==> src/design/frs_pkg.sv <==
package frs_pkg;

    // ring geometry and field widths
    localparam int FRAMES      = 3;
    localparam int MAX_SLOTS   = 4096;
    localparam int CNT_W       = 13;
    localparam int SLOT_W      = 12;
    localparam int STRIDE_W    = 13;
    localparam int ADDR_W      = 64;
    localparam int OFF_W       = SLOT_W + STRIDE_W;
    localparam int FRAME_W     = $clog2(FRAMES);
    localparam int CFG_IDX_W   = 2;

    // command queue between front and back, depth is a power of two
    localparam int QUEUE_DEPTH = 4;
    localparam int QPTR_W      = $clog2(QUEUE_DEPTH);

    // action codes on the input beat
    localparam logic ACT_ALLOC   = 1'b0;
    localparam logic ACT_ADVANCE = 1'b1;

    // register indexes on the configuration port
    typedef enum logic [CFG_IDX_W-1:0] {
        CFG_CAPACITY = CFG_IDX_W'(0),
        CFG_STRIDE   = CFG_IDX_W'(1),
        CFG_CPU_BASE = CFG_IDX_W'(2),
        CFG_GPU_BASE = CFG_IDX_W'(3)
    } t_cfg_idx;

    // classified command kinds
    typedef enum logic {
        K_ALLOC,
        K_ADVANCE
    } t_kind;

    typedef struct packed {
        t_kind             kind;
        logic [CNT_W-1:0]  count;
    } t_cmd;

    // result record carried down the address pipeline
    typedef struct packed {
        logic              ok;
        logic              addr_ok;
        logic [SLOT_W-1:0] first;
        logic [CNT_W-1:0]  used;
    } t_res;

endpackage

==> src/design/frs_front.sv <==
module frs_front import frs_pkg::*; (
    input  logic             i_clk,
    input  logic             i_rst_n,
    input  logic             i_in_valid,
    output logic             o_in_ready,
    input  logic             i_action,
    input  logic [CNT_W-1:0] i_count,
    output logic             o_cmd_valid,
    output t_cmd             o_cmd,
    input  logic             i_cmd_pop
);

    t_cmd              r_q [QUEUE_DEPTH];
    logic [QPTR_W-1:0] r_wr_ptr;
    logic [QPTR_W-1:0] r_rd_ptr;
    logic [QPTR_W:0]   r_fill;
    t_cmd              w_cmd;
    logic              w_push;

    // classify the incoming beat, count is dropped on a frame advance
    always_comb begin
        case (i_action)
            ACT_ADVANCE: begin
                w_cmd.kind  = K_ADVANCE;
                w_cmd.count = '0;
            end
            default: begin
                w_cmd.kind  = K_ALLOC;
                w_cmd.count = i_count;
            end
        endcase
    end

    assign o_in_ready  = (r_fill != (QPTR_W+1)'(QUEUE_DEPTH));
    assign w_push      = i_in_valid && o_in_ready;
    assign o_cmd_valid = (r_fill != '0);
    assign o_cmd       = r_q[r_rd_ptr];

    // queue pointers and fill level
    always_ff @(posedge i_clk) begin
        if (!i_rst_n) begin
            r_wr_ptr <= '0;
            r_rd_ptr <= '0;
            r_fill   <= '0;
        end else begin
            if (w_push) begin
                r_wr_ptr <= r_wr_ptr + 1'b1;
            end
            if (i_cmd_pop) begin
                r_rd_ptr <= r_rd_ptr + 1'b1;
            end
            case ({w_push, i_cmd_pop})
                2'b10:   r_fill <= r_fill + 1'b1;
                2'b01:   r_fill <= r_fill - 1'b1;
                default: r_fill <= r_fill;
            endcase
        end
    end

    // queue storage
    always_ff @(posedge i_clk) begin
        if (w_push) begin
            r_q[r_wr_ptr] <= w_cmd;
        end
    end

endmodule

==> src/design/frs_mod.sv <==
module frs_mod import frs_pkg::*; (
    input  logic              i_clk,
    input  logic              i_rst_n,
    input  logic              i_start,
    input  logic [CNT_W-1:0]  i_x,
    input  logic [CNT_W-1:0]  i_cap,
    output logic              o_done,
    output logic [SLOT_W-1:0] o_rem
);

    localparam int STEP_W = $clog2(CNT_W);

    typedef enum logic [1:0] {
        M_IDLE,
        M_CHECK,
        M_ITER
    } t_state;

    t_state            r_state;
    logic [CNT_W-1:0]  r_x;
    logic [CNT_W-1:0]  r_rem;
    logic [STEP_W-1:0] r_step;
    logic              r_done;
    logic [SLOT_W-1:0] r_out;

    logic [CNT_W:0]    w_sub1;
    logic [CNT_W:0]    w_sub2;
    logic [CNT_W-1:0]  w_shift;
    logic [CNT_W:0]    w_trial;
    logic [CNT_W-1:0]  w_next_rem;

    // fast path: value already below one or two capacities
    assign w_sub1 = {1'b0, r_x} - {1'b0, i_cap};
    assign w_sub2 = {1'b0, w_sub1[CNT_W-1:0]} - {1'b0, i_cap};

    // restoring step, one dividend bit per cycle
    assign w_shift    = {r_rem[CNT_W-2:0], r_x[CNT_W-1]};
    assign w_trial    = {1'b0, w_shift} - {1'b0, i_cap};
    assign w_next_rem = w_trial[CNT_W] ? w_shift : w_trial[CNT_W-1:0];

    assign o_done = r_done;
    assign o_rem  = r_out;

    // sequencer, a new start always restarts the unit
    always_ff @(posedge i_clk) begin
        if (!i_rst_n) begin
            r_state <= M_IDLE;
            r_done  <= 1'b0;
        end else begin
            r_done <= 1'b0;
            if (i_start) begin
                r_x     <= i_x;
                r_state <= M_CHECK;
            end else begin
                case (r_state)
                    M_CHECK: begin
                        if (w_sub1[CNT_W]) begin
                            r_out   <= r_x[SLOT_W-1:0];
                            r_done  <= 1'b1;
                            r_state <= M_IDLE;
                        end else if (w_sub2[CNT_W]) begin
                            r_out   <= w_sub1[SLOT_W-1:0];
                            r_done  <= 1'b1;
                            r_state <= M_IDLE;
                        end else begin
                            r_rem   <= '0;
                            r_step  <= STEP_W'(CNT_W - 1);
                            r_state <= M_ITER;
                        end
                    end
                    M_ITER: begin
                        r_rem <= w_next_rem;
                        r_x   <= {r_x[CNT_W-2:0], 1'b0};
                        if (r_step == '0) begin
                            r_out   <= w_next_rem[SLOT_W-1:0];
                            r_done  <= 1'b1;
                            r_state <= M_IDLE;
                        end else begin
                            r_step <= r_step - 1'b1;
                        end
                    end
                    default: begin
                        r_state <= M_IDLE;
                    end
                endcase
            end
        end
    end

endmodule

==> src/design/frs_back.sv <==
module frs_back import frs_pkg::*; (
    input  logic                i_clk,
    input  logic                i_rst_n,
    input  logic                i_cmd_valid,
    input  t_cmd                i_cmd,
    output logic                o_cmd_pop,
    input  logic [CNT_W-1:0]    i_cap,
    input  logic                i_cap_wr,
    input  logic [STRIDE_W-1:0] i_stride,
    input  logic [ADDR_W-1:0]   i_cpu_base,
    input  logic [ADDR_W-1:0]   i_gpu_base,
    output logic                o_out_valid,
    input  logic                i_out_ready,
    output logic                o_ok,
    output logic [SLOT_W-1:0]   o_first_slot,
    output logic [ADDR_W-1:0]   o_cpu_address,
    output logic [ADDR_W-1:0]   o_gpu_address,
    output logic [CNT_W-1:0]    o_used_slots
);

    function automatic logic [FRAME_W-1:0] f_next(input logic [FRAME_W-1:0] f);
        logic [FRAME_W-1:0] n;
        if (f == FRAME_W'(FRAMES - 1)) begin
            n = '0;
        end else begin
            n = f + 1'b1;
        end
        return n;
    endfunction

    // ring state
    logic [CNT_W-1:0]   r_count [FRAMES];
    logic [SLOT_W-1:0]  r_start [FRAMES];
    logic [SLOT_W-1:0]  r_tail;
    logic [SLOT_W-1:0]  r_head;
    logic               r_head_ok;
    logic [FRAME_W-1:0] r_cur;
    logic [CNT_W-1:0]   r_used;

    // address pipeline
    logic               r_e_valid;
    t_res               r_e;
    logic               r_p_valid;
    t_res               r_p;
    logic [OFF_W-1:0]   r_p_off;
    logic               r_o_valid;
    t_res               r_o;
    logic [ADDR_W-1:0]  r_o_cpu;
    logic [ADDR_W-1:0]  r_o_gpu;

    logic               w_o_ready;
    logic               w_p_ready;
    logic               w_e_ready;
    logic               w_fire;
    logic               w_adv;

    logic [CNT_W-1:0]   w_free;
    logic [CNT_W-1:0]   w_remain;
    logic               w_fit_free;
    logic               w_need_wrap;
    logic               w_wrap_ok;
    logic               w_grant;
    logic [CNT_W-1:0]   w_delta;
    logic [SLOT_W-1:0]  w_first;
    logic [CNT_W:0]     w_hsum;
    logic [CNT_W:0]     w_hwrap;
    logic [SLOT_W-1:0]  w_new_head;
    logic [CNT_W-1:0]   w_used_alloc;

    logic [FRAME_W-1:0] w_nxt;
    logic [FRAME_W-1:0] w_nxt2;
    logic [CNT_W-1:0]   w_used_adv;
    logic [CNT_W-1:0]   w_x_adv;

    logic               w_mod_start;
    logic [CNT_W-1:0]   w_mod_x;
    logic               w_mod_done;
    logic [SLOT_W-1:0]  w_mod_rem;
    t_res               w_res;

    // stage handshakes, back to front
    assign w_o_ready = !r_o_valid || i_out_ready;
    assign w_p_ready = !r_p_valid || w_o_ready;
    assign w_e_ready = !r_e_valid || w_p_ready;
    assign w_fire    = i_cmd_valid && r_head_ok && w_e_ready;
    assign w_adv     = (i_cmd.kind == K_ADVANCE);
    assign o_cmd_pop = w_fire;

    // allocation: free space, wrap check and padding
    assign w_free      = (r_used >= i_cap) ? '0 : i_cap - r_used;
    assign w_remain    = i_cap - CNT_W'(r_head);
    assign w_fit_free  = (i_cmd.count <= w_free);
    assign w_need_wrap = ((r_head > r_tail) || (r_used == '0)) && (w_remain < i_cmd.count);
    assign w_wrap_ok   = ((CNT_W+1)'(w_remain) + (CNT_W+1)'(i_cmd.count))
                         <= (CNT_W+1)'(w_free);
    assign w_grant     = w_fit_free && (!w_need_wrap || w_wrap_ok);
    assign w_delta     = (w_need_wrap ? w_remain : '0) + i_cmd.count;
    assign w_first     = w_need_wrap ? '0 : r_head;

    // running head after a grant, one conditional subtract
    assign w_hsum       = (CNT_W+1)'(r_head) + (CNT_W+1)'(w_delta);
    assign w_hwrap      = w_hsum - (CNT_W+1)'(i_cap);
    assign w_new_head   = (w_hsum >= (CNT_W+1)'(i_cap)) ? w_hwrap[SLOT_W-1:0]
                                                        : w_hsum[SLOT_W-1:0];
    assign w_used_alloc = r_used + w_delta;

    // frame advance: retire the oldest frame, tail moves to the one after it
    assign w_nxt      = f_next(r_cur);
    assign w_nxt2     = f_next(w_nxt);
    assign w_used_adv = r_used - r_count[w_nxt];
    assign w_x_adv    = CNT_W'(r_start[w_nxt2]) + w_used_adv;

    // head recompute after an advance or a capacity change
    assign w_mod_start = (w_fire && w_adv) || i_cap_wr;
    assign w_mod_x     = i_cap_wr ? CNT_W'(r_tail) + r_used : w_x_adv;

    frs_mod u_mod (
        .i_clk   (i_clk),
        .i_rst_n (i_rst_n),
        .i_start (w_mod_start),
        .i_x     (w_mod_x),
        .i_cap   (i_cap),
        .o_done  (w_mod_done),
        .o_rem   (w_mod_rem)
    );

    // result record of the executed command
    always_comb begin
        w_res.ok      = w_adv || w_grant;
        w_res.addr_ok = !w_adv && w_grant;
        w_res.first   = (!w_adv && w_grant) ? w_first : '0;
        if (w_adv) begin
            w_res.used = w_used_adv;
        end else if (w_grant) begin
            w_res.used = w_used_alloc;
        end else begin
            w_res.used = r_used;
        end
    end

    // ring state update
    always_ff @(posedge i_clk) begin
        if (!i_rst_n) begin
            for (int i = 0; i < FRAMES; i++) begin
                r_count[i] <= '0;
                r_start[i] <= '0;
            end
            r_tail    <= '0;
            r_head    <= '0;
            r_head_ok <= 1'b1;
            r_cur     <= '0;
            r_used    <= '0;
        end else begin
            if (w_mod_done) begin
                r_head    <= w_mod_rem;
                r_head_ok <= 1'b1;
            end
            if (i_cap_wr) begin
                r_head_ok <= 1'b0;
            end
            if (w_fire) begin
                case (i_cmd.kind)
                    K_ADVANCE: begin
                        r_cur          <= w_nxt;
                        r_start[w_nxt] <= r_head;
                        r_count[w_nxt] <= '0;
                        r_used         <= w_used_adv;
                        r_tail         <= r_start[w_nxt2];
                        r_head_ok      <= 1'b0;
                    end
                    default: begin
                        if (w_grant) begin
                            r_count[r_cur] <= r_count[r_cur] + w_delta;
                            r_used         <= w_used_alloc;
                            r_head         <= w_new_head;
                        end
                    end
                endcase
            end
        end
    end

    // pipeline valids
    always_ff @(posedge i_clk) begin
        if (!i_rst_n) begin
            r_e_valid <= 1'b0;
            r_p_valid <= 1'b0;
            r_o_valid <= 1'b0;
        end else begin
            if (w_e_ready) begin
                r_e_valid <= w_fire;
            end
            if (w_p_ready) begin
                r_p_valid <= r_e_valid;
            end
            if (w_o_ready) begin
                r_o_valid <= r_p_valid;
            end
        end
    end

    // pipeline payload: record, slot offset, base add
    always_ff @(posedge i_clk) begin
        if (w_e_ready) begin
            r_e <= w_res;
        end
        if (w_p_ready) begin
            r_p     <= r_e;
            r_p_off <= OFF_W'(r_e.first) * OFF_W'(i_stride);
        end
        if (w_o_ready) begin
            r_o     <= r_p;
            r_o_cpu <= r_p.addr_ok ? i_cpu_base + ADDR_W'(r_p_off) : '0;
            r_o_gpu <= r_p.addr_ok ? i_gpu_base + ADDR_W'(r_p_off) : '0;
        end
    end

    assign o_out_valid   = r_o_valid;
    assign o_ok          = r_o.ok;
    assign o_first_slot  = r_o.first;
    assign o_cpu_address = r_o_cpu;
    assign o_gpu_address = r_o_gpu;
    assign o_used_slots  = r_o.used;

endmodule

==> src/design/frame_ring_slot_allocator_top.sv <==
// channel   direction  beat
// in        in         i_action, i_count
// out       out        o_ok, o_first_slot, o_cpu_address, o_gpu_address, o_used_slots
// cfg       in         i_cfg_index, i_cfg_data (always ready)
//
// allocate beats execute one per cycle unless the ring head is pending or the output stalls
// a frame advance or a capacity write recomputes the ring head in a shared modulo unit:
// the next command waits for the unit, longer when the head is at least twice the capacity
// a 4-entry command queue keeps taking beats until full while the back end or output stalls
// reset is synchronous active low and clears ring state, queue and pipeline valids
module frame_ring_slot_allocator_top import frs_pkg::*; (
    input  logic                 i_clk,
    input  logic                 i_rst_n,
    input  logic                 i_in_valid,
    output logic                 o_in_ready,
    input  logic                 i_action,
    input  logic [CNT_W-1:0]     i_count,
    output logic                 o_out_valid,
    input  logic                 i_out_ready,
    output logic                 o_ok,
    output logic [SLOT_W-1:0]    o_first_slot,
    output logic [ADDR_W-1:0]    o_cpu_address,
    output logic [ADDR_W-1:0]    o_gpu_address,
    output logic [CNT_W-1:0]     o_used_slots,
    input  logic                 i_cfg_valid,
    output logic                 o_cfg_ready,
    input  logic [CFG_IDX_W-1:0] i_cfg_index,
    input  logic [ADDR_W-1:0]    i_cfg_data
);

    logic [CNT_W-1:0]    r_capacity;
    logic [STRIDE_W-1:0] r_stride;
    logic [ADDR_W-1:0]   r_cpu_base;
    logic [ADDR_W-1:0]   r_gpu_base;
    logic [CNT_W-1:0]    w_cap_eff;
    logic                w_cap_wr;
    logic                w_cmd_valid;
    t_cmd                w_cmd;
    logic                w_cmd_pop;

    assign o_cfg_ready = 1'b1;
    assign w_cap_wr    = i_cfg_valid && (t_cfg_idx'(i_cfg_index) == CFG_CAPACITY);

    // configuration registers
    always_ff @(posedge i_clk) begin
        if (!i_rst_n) begin
            r_capacity <= CNT_W'(MAX_SLOTS);
            r_stride   <= STRIDE_W'(32);
            r_cpu_base <= '0;
            r_gpu_base <= '0;
        end else if (i_cfg_valid) begin
            case (t_cfg_idx'(i_cfg_index))
                CFG_CAPACITY: r_capacity <= i_cfg_data[CNT_W-1:0];
                CFG_STRIDE:   r_stride   <= i_cfg_data[STRIDE_W-1:0];
                CFG_CPU_BASE: r_cpu_base <= i_cfg_data;
                CFG_GPU_BASE: r_gpu_base <= i_cfg_data;
                default: ;
            endcase
        end
    end

    // capacity clamped to 1..MAX_SLOTS
    always_comb begin
        if (r_capacity == '0) begin
            w_cap_eff = CNT_W'(1);
        end else if (r_capacity > CNT_W'(MAX_SLOTS)) begin
            w_cap_eff = CNT_W'(MAX_SLOTS);
        end else begin
            w_cap_eff = r_capacity;
        end
    end

    frs_front u_front (
        .i_clk       (i_clk),
        .i_rst_n     (i_rst_n),
        .i_in_valid  (i_in_valid),
        .o_in_ready  (o_in_ready),
        .i_action    (i_action),
        .i_count     (i_count),
        .o_cmd_valid (w_cmd_valid),
        .o_cmd       (w_cmd),
        .i_cmd_pop   (w_cmd_pop)
    );

    frs_back u_back (
        .i_clk         (i_clk),
        .i_rst_n       (i_rst_n),
        .i_cmd_valid   (w_cmd_valid),
        .i_cmd         (w_cmd),
        .o_cmd_pop     (w_cmd_pop),
        .i_cap         (w_cap_eff),
        .i_cap_wr      (w_cap_wr),
        .i_stride      (r_stride),
        .i_cpu_base    (r_cpu_base),
        .i_gpu_base    (r_gpu_base),
        .o_out_valid   (o_out_valid),
        .i_out_ready   (i_out_ready),
        .o_ok          (o_ok),
        .o_first_slot  (o_first_slot),
        .o_cpu_address (o_cpu_address),
        .o_gpu_address (o_gpu_address),
        .o_used_slots  (o_used_slots)
    );

    // ring occupancy never exceeds the largest ring
    a_used_bound: assert property (@(posedge i_clk) disable iff (!i_rst_n)
        o_out_valid |-> (o_used_slots <= CNT_W'(MAX_SLOTS)))
        else $error("used slot count above ring size");

    // a refused beat carries no slot and no addresses
    a_refused_zero: assert property (@(posedge i_clk) disable iff (!i_rst_n)
        (o_out_valid && !o_ok) |->
            (o_first_slot == '0) && (o_cpu_address == '0) && (o_gpu_address == '0))
        else $error("refused beat with nonzero slot or address");

    // a granted run starts inside the ring
    a_first_in_ring: assert property (@(posedge i_clk) disable iff (!i_rst_n)
        (o_out_valid && o_ok) |-> (CNT_W'(o_first_slot) < w_cap_eff))
        else $error("first slot outside capacity");

    // a command never leaves the queue while none is waiting
    a_pop_valid: assert property (@(posedge i_clk) disable iff (!i_rst_n)
        w_cmd_pop |-> w_cmd_valid)
        else $error("command popped from empty queue");

endmodule

==> config.mk <==
export PLATFORM = sky130hd
export DESIGN_NAME = frame_ring_slot_allocator_top
export DESIGN_NICKNAME = d
export VERILOG_FILES = /design/src/design/frs_pkg.sv /design/src/design/frs_front.sv /design/src/design/frs_mod.sv /design/src/design/frs_back.sv /design/src/design/frame_ring_slot_allocator_top.sv
export SDC_FILE = /design/constraint.sdc
export NUM_CORES = 2
export LEC_CHECK = 0
export BUFFER_PORTS_ARGS = -buffer_cell sky130_fd_sc_hd__buf_4
export CELL_PAD_IN_SITES_DETAIL_PLACEMENT = 1
export CELL_PAD_IN_SITES_GLOBAL_PLACEMENT = 1
export CORE_MARGIN = 3
export CORE_UTILIZATION = 49
export DETAILED_ROUTE_END_ITERATION = 10
export GPL_TIMING_DRIVEN = 1
export PLACE_DENSITY_LB_ADDON = 0.1
export SLEW_MARGIN = 20
export SYNTH_ARGS = -nofsm -noshare
export SYNTH_HDL_FRONTEND = slang
export SYNTH_HIERARCHICAL = 1
export SYNTH_SLANG_ARGS = --single-unit
==> constraint.sdc <==
create_clock -name i_clk -period 9.5 [get_ports i_clk]
set_input_delay 0.475 -clock i_clk [delete_from_list [all_inputs] [get_ports i_clk]]
set_output_delay 0.475 -clock i_clk [all_outputs]
set_load 0.005 [all_outputs]
==> out/metrics.csv <==
stage,metric,value,unit
cts,cts_tree,yes,
pwr,p_per_area,413,mW/mm^2
cells_and_area,fillers,9304,
floorplanning,io_pins,242,
placed_design,hpwl,103000,um
timing,relSlewSlack,29.8,%
placed_design,gp_congestion,0.947,
detailed_routing,routed_via_density,5.83,
detailed_routing,dr_total_vias,33000,
timing,drv_slew,0,
cells_and_area,final_common_cell,nand2_1,
synthesis,synth_seq_cells,629,
timing,period_needed,9.01,ns
synthesis,mappedNetlistNets,4825,
cells_and_area,multi_input_area,0.0233,mm^2
timing,hold_viol_final,0,
timing,report.final.setup_viol,0,
detailed_routing,dr.pass1.iters,5,
setup_path,cp-end-kind,flop,
cts,cts_buffer_depth,3,
global_route,grt_use_total,29.7,%
synthesis,synthFlopType,edfxtp_1,
cells_and_area,final_area,0.0475,mm^2
run,cap_violations,0,
setup_path,slowest_stage,ha_1,
cells_and_area,final_cell_mix,"581 x nand2_1, 418 x edfxtp_1, 346 x ha_1, 320 x inv_1, 298 x nor2_1",
detailed_routing,top_layer_used,met5,
detailed_routing,drtIter0Drc,2082,
global_route,grt_max_degree,90,
placed_design,dp_cells,5524,
cts,cts_buffers,72,
global_route,grt_first_pass_wirelength,205000,um
timing,layout_worst_path_cycle_share,94.9,%
setup_path,required,10.04,ns
setup_path,path_max_fanout,9,
run_status,outcome,finished clean,
pwr,worst_ir_drop_vdd,1290,uV
detailed_routing,drtAntennaViolNets,0,
floorplanning,dieArea,0.0892,mm^2
detailed_routing,wl_met2,66800,um
synthesis,yosysUniqueCellTypes,104,
hold_path,min_path_type,in2reg,
synthesis,synthesis.area,0.0420,mm^2
timing,clock_skew,0.0353,ns
timing,fmax,111,MHz
synthesis,yosysSeqAreaShare,40.0,%
setup_path,slowest_delay,0.39,ns
cts,ctsHoldBuffers,0,
timing,fin_ws,0.486,ns
placed_design,io_buffers,240,
synthesis,yosys_warnings,6,
cts,htreeDepth,3,
cells_and_area,fin_cells,5660,
synthesis,synth-edff-count,418,
detailed_routing,wl_per_cell,23.9,um
setup_path,worstPathArrival,9.56,ns
placed_design,dp_slack,-0.0345,ns
cells_and_area,final_nets,5027,
floorplanning,row_count,106,
synthesis,avgSynthCellArea,9.84,um^2
floorplanning,die_x,299,um
floorplanning,core,0.0842,mm^2
cts,clock_sinks,629,
cts,clk_pin_slew,0.06,ns
pwr,fin_total_pwr,19.6,mW
setup_path,worstSetupStartpointType,flop,
cells_and_area,regArea,0.0168,mm^2
cts,clkLatencyLatePin,0.66,ns
floorplanning,start_util,49.8,%
global_route,gr-total-overflow,0,
placed_design,place_area,0.0448,mm^2
detailed_routing,wl_met3,6200,um
setup_path,crit_type,reg2reg,
pwr,p_leak,19.9,nW
detailed_routing,drt-met1-wl,57100,um
synthesis,async_reset_ff_share,0,%
global_route,antenna_found_initial,3,
cells_and_area,drive_gt1_share,12.1,%
cells_and_area,area_growth,13.1,%
synthesis,netlist_instances,4266,
detailed_routing,routed_wl,135000,um
cells_and_area,antenna_cells,0,
timing,worstMarginPinSlew,1.05,ns
detailed_routing,drc,0,
cts,cts_root_buf,clkbuf_16,
floorplanning,die_h,299,um
global_route,grt_pass1_vias,34200,
logic make-up after synthesis:
logic type,after synthesis,share of synthesized area [%]
mux,151,4.52
flops,629,40.0
simple gates,1470,16.4
other cells,1,0.00893
compound gates,830,13.4
fa+ha+maj,474,16.4
buf+inv,493,4.75
xor+xnor,218,4.57
synth_stat cells (8+ instances only):
master / number / area, um^2
inv_1: 321 / 1200
nor2_1: 299 / 1120
edfxtp_1: 418 / 12600
nor4_1: 23 / 144
nor3_1: 88 / 440
nor2b_1: 72 / 450
nand3_1: 73 / 365
a21boi_2: 9 / 101
nand4_1: 37 / 231
a2111oi_0: 10 / 87.6
o211ai_1: 21 / 158
nor3b_1: 10 / 75.1
a41oi_1: 9 / 78.8
buf_2: 33 / 165
o22ai_1: 11 / 68.8
ha_1: 348 / 4350
o21ai_0: 146 / 731
nand3b_1: 13 / 97.6
mux2i_1: 105 / 1050
and2_1: 94 / 588
mux4_2: 23 / 518
o21a_1: 50 / 375
nand2_1: 582 / 2180
xor2_1: 70 / 613
dfxtp_1: 211 / 4220
fa_1: 126 / 2520
a211oi_1: 18 / 135
o31ai_1: 14 / 105
nand2b_1: 39 / 244
or2_2: 15 / 93.8
a31oi_1: 14 / 87.6
o21bai_1: 26 / 195
clkbuf_1: 118 / 443
mux2_2: 17 / 191
or3_1: 42 / 263
xnor2_1: 147 / 1290
a21oi_1: 199 / 996
nand2_2: 8 / 50.1
and3_1: 38 / 238
a21o_1: 62 / 465
a21boi_0: 155 / 1160
final cells by class:
type,instances,area share (%)
multi-input combinational,3144,49.2
clock buffer,100,4.25
inverter,323,2.58
tap,1134,2.99
clock inverter,32,0.896
timing repair buffer,298,4.74
sequential,629,35.3
metrics by stage:
stage | util, % | setup TNS [ns] | hold slack (ns)
2_1_floorplan | - | 0 | 0.400
3_3_place_gp | 53.3 | 0 | 0.401
3_5_place_dp | 53.3 | -0.0694 | 0.406
4_1_cts | 56.2 | 0 | 0.0782
5_1_grt | 56.4 | -0.831 | 0.0980
6_report | 56.4 | 0 | 0.113
registers in the layout (all words and copies together), names as in the netlist, 27 cells and up, named ones only:
register,flops
u_back/r_e,27
r_gpu_base,64
u_back/r_count,52
u_back/o_gpu_address,64
u_back/r_start,36
u_back/r_p,27
r_cpu_base,64
u_front/r_q,56
u_back/o_cpu_address,64
worst max-delay path: cells and delay by family (launching register included):
kind / cells / cell delay [ns]
compound gates: 23 / 4.34
xor+xnor: 2 / 0.39
buf+inv: 5 / 0.82
simple gates: 8 / 1.39
fa+ha+maj: 5 / 1.63
flops: 1 / 0.34
worst paths after layout:
check	startpoint	end	slack (ns)	cells past startpoint
min	i_cfg_data[57]	r_cpu_base[57]	0.11	3
min reg2reg	u_back/r_p[16]	u_back/o_first_slot[3]	0.42	0
max	r_capacity[1]	u_back/r_head[6]	0.49	43
max reg2reg	r_capacity[1]	u_back/r_head[6]	0.49	43
per-layer routing:
layer,up-vias,track usage (%)
li1,15300,-
met3,228,3.63
met1,16600,37.7
met5,-,0
met2,870,51.9
met4,4,10.9
power by group:
group          switching [mW]  total [mW]  internal [mW]
clock                    1.19        2.90           1.71
sequential              0.343        3.78           3.44
combinational            7.67        12.9           5.26
repair_timing:
action,4_1_cts,5_1_grt
setup buffers,0,4
gates resized for setup,1,27
pin swaps,0,3
endpoints found under the setup margin,2,12
endpoints found under the hold margin,0,0
No activity file was read; power rests on OpenSTA's default activity.
